## config.mk

```make
export PLATFORM = sky130hd
export DESIGN_NAME = nsfr_front
export DESIGN_NICKNAME = d
export VERILOG_FILES = /design/src/hdl/nmea_sentence_framer_ring_core_macros.svh /design/src/hdl/nsfr_pkg.sv /design/src/hdl/nsfr_front.sv
export SDC_FILE = /design/constraint.sdc
export NUM_CORES = 1
export LEC_CHECK = 0
export BUFFER_PORTS_ARGS = -buffer_cell sky130_fd_sc_hd__buf_2
export CAP_MARGIN = 30
export CORE_ASPECT_RATIO = 1.75
export CORE_MARGIN = 3
export CORE_UTILIZATION = 33
export DETAILED_ROUTE_END_ITERATION = 8
export GPL_TIMING_DRIVEN = 0
export SKIP_CTS_REPAIR_TIMING = 1
export SLEW_MARGIN = 25
export SYNTH_ARGS = -nofsm -noshare
export SYNTH_HDL_FRONTEND = slang
export SYNTH_SLANG_ARGS = --single-unit
export TNS_END_PERCENT = 100
```

## constraint.sdc

```tcl
create_clock -name clk_i -period 2.2 [get_ports clk_i]
set_input_delay 0.11 -clock clk_i [delete_from_list [all_inputs] [get_ports clk_i]]
set_output_delay 0.11 -clock clk_i [all_outputs]
set_load 0.01 [all_outputs]
```

## src/hdl/nmea_sentence_framer_ring_core_macros.svh

```systemverilog
// ----------------------------------------------------------------------------
// NMEA sentence framer ring - assertion macros
// Shared concurrent assertion wrappers. They expect clk_i and rst_ni in scope.
// ----------------------------------------------------------------------------
`ifndef NMEA_SENTENCE_FRAMER_RING_CORE_MACROS_SVH
`define NMEA_SENTENCE_FRAMER_RING_CORE_MACROS_SVH

// A condition that must hold at every clock edge outside reset.
`define NSFR_ASSERT_ALWAYS(lbl, expr, msg) \
  lbl: assert property (@(posedge clk_i) disable iff (!rst_ni) (expr)) else $error(msg);

// A consequence in the same cycle.
`define NSFR_ASSERT_IMPL(lbl, ante, cons, msg) \
  lbl: assert property (@(posedge clk_i) disable iff (!rst_ni) (ante) |-> (cons)) \
    else $error(msg);

// A consequence in the following cycle.
`define NSFR_ASSERT_NEXT(lbl, ante, cons, msg) \
  lbl: assert property (@(posedge clk_i) disable iff (!rst_ni) (ante) |=> (cons)) \
    else $error(msg);

`endif

```

## src/hdl/nsfr_pkg.sv

```systemverilog
// ----------------------------------------------------------------------------
// NMEA sentence framer ring - package
// Sizes, character codes, operation codes and the structs passed between the
// front end and the back end.
// ----------------------------------------------------------------------------
package nsfr_pkg;

  localparam int SLOTS        = 16;
  localparam int MAX_SENTENCE = 80;
  localparam int STORE_DEPTH  = SLOTS * MAX_SENTENCE;

  localparam int SLOT_W  = $clog2(SLOTS);
  localparam int ADDR_W  = $clog2(STORE_DEPTH);
  localparam int CNT_W   = $clog2(SLOTS + 1);
  localparam int FILL_W  = 7;
  localparam int BYTE_W  = 8;
  localparam int PEND_W  = 5;

  localparam logic [BYTE_W-1:0] START_CHAR = 8'h24;
  localparam logic [BYTE_W-1:0] END_CHAR   = 8'h0A;

  typedef enum logic [1:0] {
    OP_BYTE    = 2'd0,
    OP_PEEK    = 2'd1,
    OP_RELEASE = 2'd2,
    OP_NONE    = 2'd3
  } op_e;

  typedef struct packed {
    op_e               op;
    logic              is_start;
    logic              is_end;
    logic [BYTE_W-1:0] rx_byte;
    logic [FILL_W-1:0] peek_offset;
  } cmd_t;

  typedef struct packed {
    logic              release_error;
    logic              overflow_toggle;
    logic              sentence_dropped;
    logic              sentence_done;
    logic [PEND_W-1:0] pending_count;
    logic [FILL_W-1:0] oldest_length;
    logic [BYTE_W-1:0] peek_data;
  } res_t;

endpackage

```

## src/hdl/nsfr_front.sv

```systemverilog
// ----------------------------------------------------------------------------
// NMEA sentence framer ring - front end
// Accepts input transfers, marks the framing characters and holds the
// commands in a two-entry queue in front of the back end.
// ----------------------------------------------------------------------------
module nsfr_front import nsfr_pkg::*; (
  input  logic              clk_i,
  input  logic              rst_ni,
  input  logic              in_valid_i,
  output logic              in_ready_o,
  input  logic [1:0]        in_op_i,
  input  logic [BYTE_W-1:0] in_rx_byte_i,
  input  logic [FILL_W-1:0] in_peek_offset_i,
  output logic              cmd_valid_o,
  output cmd_t              cmd_o,
  input  logic              cmd_ready_i
);

  localparam int QDEPTH = 2;
  localparam int QPTR_W = $clog2(QDEPTH);
  localparam int QCNT_W = $clog2(QDEPTH + 1);

  cmd_t              queue_q [QDEPTH];
  logic [QPTR_W-1:0] wr_ptr_q, wr_ptr_d;
  logic [QPTR_W-1:0] rd_ptr_q, rd_ptr_d;
  logic [QCNT_W-1:0] count_q, count_d;
  cmd_t              cmd_new;
  logic              push, pop;

  always_comb begin
    cmd_new.op          = op_e'(in_op_i);
    cmd_new.is_start    = (in_rx_byte_i == START_CHAR);
    cmd_new.is_end      = (in_rx_byte_i == END_CHAR);
    cmd_new.rx_byte     = in_rx_byte_i;
    cmd_new.peek_offset = in_peek_offset_i;
  end

  assign in_ready_o  = (count_q != QCNT_W'(QDEPTH));
  assign cmd_valid_o = (count_q != '0);
  assign cmd_o       = queue_q[rd_ptr_q];
  assign push        = in_valid_i && in_ready_o;
  assign pop         = cmd_ready_i && cmd_valid_o;

  always_comb begin
    wr_ptr_d = wr_ptr_q;
    rd_ptr_d = rd_ptr_q;
    count_d  = count_q;
    if (push) begin
      wr_ptr_d = (wr_ptr_q == QPTR_W'(QDEPTH - 1)) ? '0 : wr_ptr_q + 1'b1;
    end
    if (pop) begin
      rd_ptr_d = (rd_ptr_q == QPTR_W'(QDEPTH - 1)) ? '0 : rd_ptr_q + 1'b1;
    end
    if (push && !pop) begin
      count_d = count_q + 1'b1;
    end else if (pop && !push) begin
      count_d = count_q - 1'b1;
    end
  end

  always_ff @(posedge clk_i or negedge rst_ni) begin
    if (!rst_ni) begin
      wr_ptr_q <= '0;
      rd_ptr_q <= '0;
      count_q  <= '0;
    end else begin
      wr_ptr_q <= wr_ptr_d;
      rd_ptr_q <= rd_ptr_d;
      count_q  <= count_d;
    end
  end

  always_ff @(posedge clk_i) begin
    if (push) begin
      queue_q[wr_ptr_q] <= cmd_new;
    end
  end

endmodule

```

==> metrics.csv <==
metric;value;unit
global placement routability congestion;0.662;
Root Buffer;clkbuf_8;
total wire length;2720;µm
CTS tree;yes;
GR Layer Usage met3;4.10;%
floorplan core area;4520;µm²
Tmin final;1.70;ns
CP arrival;1.61;ns
Post-DP HPWL;1910;µm
GRT Util Overall;9.95;%
synth unique cells;16;
CTS max path bufs;2;
share of the synthesized area in the top cell type;71.3;%
CTS Buf Count;5;
full die area;5750;µm²
worst slew pin tran;0.886;ns
Pwr Density;1220;nW/µm²
layout cell share with drive strength beyond 1;51.9;%
sequential fraction of the synthesis area;77.6;%
grt peak-use layer;met2;
H-tree levels;2;
Remaining DRCs;0;
met1 Track Usage GR;10.1;%
clock skew;0.00158;ns
Slew Viols, Final;0;
Placed Area;1890;µm²
final hold slack;0.00893;ns
# diodes;0;
first-pass GRT wire length;4180;µm
Layout area overhead;24.8;%
worst-path maximum fanout;19;
Initial Util;35.4;%
most instantiated library cell after synthesis;edfxtp_1;
Starting DRT DRC Count;11;
Max Cap Viol;0;
remaining antenna violation count;0;
Synth area leader;edfxtp_1;
FF+latch count, synth;42;
# IOs;42;
Synth Net Count;104;
Rows;32;
Worst Setup End Kind;flop;
via/cell ratio;4.76;
max incr delay on CP;0.76;ns
outcome;finished, final reports clean;
Synth area leaders;edfxtp_1, mux2_2, dfrtp_1;
CP max-delay cell;and3_1;
Total Neg Setup Slack;0;ns
Final Cycle Share;77.2;%
Mapped Cells;82;
placed insts;175;
port bufs;41;
GRT Residual Overflow;0;
YS warnings;0;
Synth async-reset ratio;9.52;%
Detailed Routing Iterations Pass 1;3;
Peak VDD IR;817;µV
DR WL/cell;14.6;µm
Peak Freq;0.589;GHz
fin nets;156;
crit start category;flop;
Synth Flop Type;edfxtp_1;
Clk pin slew, worst setup/hold paths;0.07;ns
Core Util, Final;44.1;%
vias;886;
Die Y;98.1;µm
cell area after synthesis;1600;µm²
critical path required time;2.11;ns
cell area after layout;2000;µm²
mean post-synth cell area;19.5;µm²
setup violators final;0;
Hold Fails Final Rpt;0;
largest net degree at the start of global routing;20;
Die Wd;58.6;µm
# clock sinks;42;
P_leak;0.764;nW
EDFF count, synth;38;
GRT met2 Usage;17.1;%
HP Class;primary input to flop;
crit path cell chain;nand2b_1 -> and3_1;
unrepaired setup endpoints after global routing;no;
relative slew slack;40.9;%
initial antenna violation count;0;
vias in the first global route;912;
Non-Filler Instances;186;
Worst Path Class, Setup;flop to flop;
commonest cells in the netlist;edfxtp_1, mux2_2, dfrtp_1, nor2_1, xnor2_1;
Clk Latency, worst-skew pair;0.28;ns
## per-stage QoR
stage               power, mW  setup WS (ns)
finish                   2.44          0.502
floorplan                1.70          0.288
detailed placement       2.03          0.471
CTS                      2.48          0.465
global route             2.58          0.374
global placement         1.98         -0.104
## layout by cell type, fill, tap and decap left out, drive strengths merged
master and instances:
buf 44, edfxtp 38, mux2 19, clkbuf 5
dfrtp 4, nor2 4, xnor2 3, clkinv 3
dlygate4sd3 3, nand2 2, xor2 2, nand2b 1
inv 1, or2 1, or4 1, or4bb 1
and3 1, nand4bb 1, ha 1
## metal layers
layer,up-vias,wire length [µm],part of all wire (%)
li1,412,-,-
met1,435,971,36
met2,33,1480,54
met3,6,212,7.8
met4,0,62,2.3
met5,-,0,0
## critical path, delay by kind of cell, from the launching register on
kind | cells | cell delay [ns]
simple gates | 2 | 0.93
flops | 1 | 0.40
## worst paths after layout
check | from | end | slack [ns] | cells past startpoint
setup / recovery | count_q[0] | queue_q[1][2] | 0.50 | 2
hold / removal | in_peek_offset_i[0] | queue_q[0][0] | 0.009 | 1
setup reg to reg | count_q[0] | queue_q[1][2] | 0.50 | 2
hold reg to reg | count_q[1] | count_q[1] | 0.50 | 1
max in group asynchronous | rst_ni | rd_ptr_q | 1.91 | 2
min in group asynchronous | rst_ni | wr_ptr_q | 0.16 | 2
## state kept, by name, indices dropped and copies added (netlist names)
name      count
wr_ptr_q      1
rd_ptr_q      1
count_q       2
queue_q      38
## area by class of cell
| class | count | area, µm² |
|---|---|---|
| clock buffer | 5 | 68.8 |
| multi-input combinational | 37 | 348 |
| sequential | 42 | 1240 |
| fill | 423 | 2530 |
| inverter | 1 | 3.75 |
| clock inverter | 3 | 11.3 |
| buffer | 2 | 10.0 |
| tap | 51 | 63.8 |
| timing repair buffer | 45 | 250 |
## kinds of logic after synthesis
| family | Yosys count | share of synthesized area, % |
|---|---|---|
| flip-flops | 42 | 77.6 |
| XOR/XNOR | 5 | 2.74 |
| buffers and inverters | 3 | 0.860 |
| AND/OR/NAND/NOR | 12 | 4.69 |
| multiplexers | 19 | 13.4 |
| adder cells (fa/ha/maj) | 1 | 0.782 |
## power by group
group          switching (mW)  internal [mW]
Combinational           0.437          0.396
Sequential             0.0606           1.10
Clock                   0.236          0.212
Total                   0.733           1.71
(Power assumes the default switching activity.)
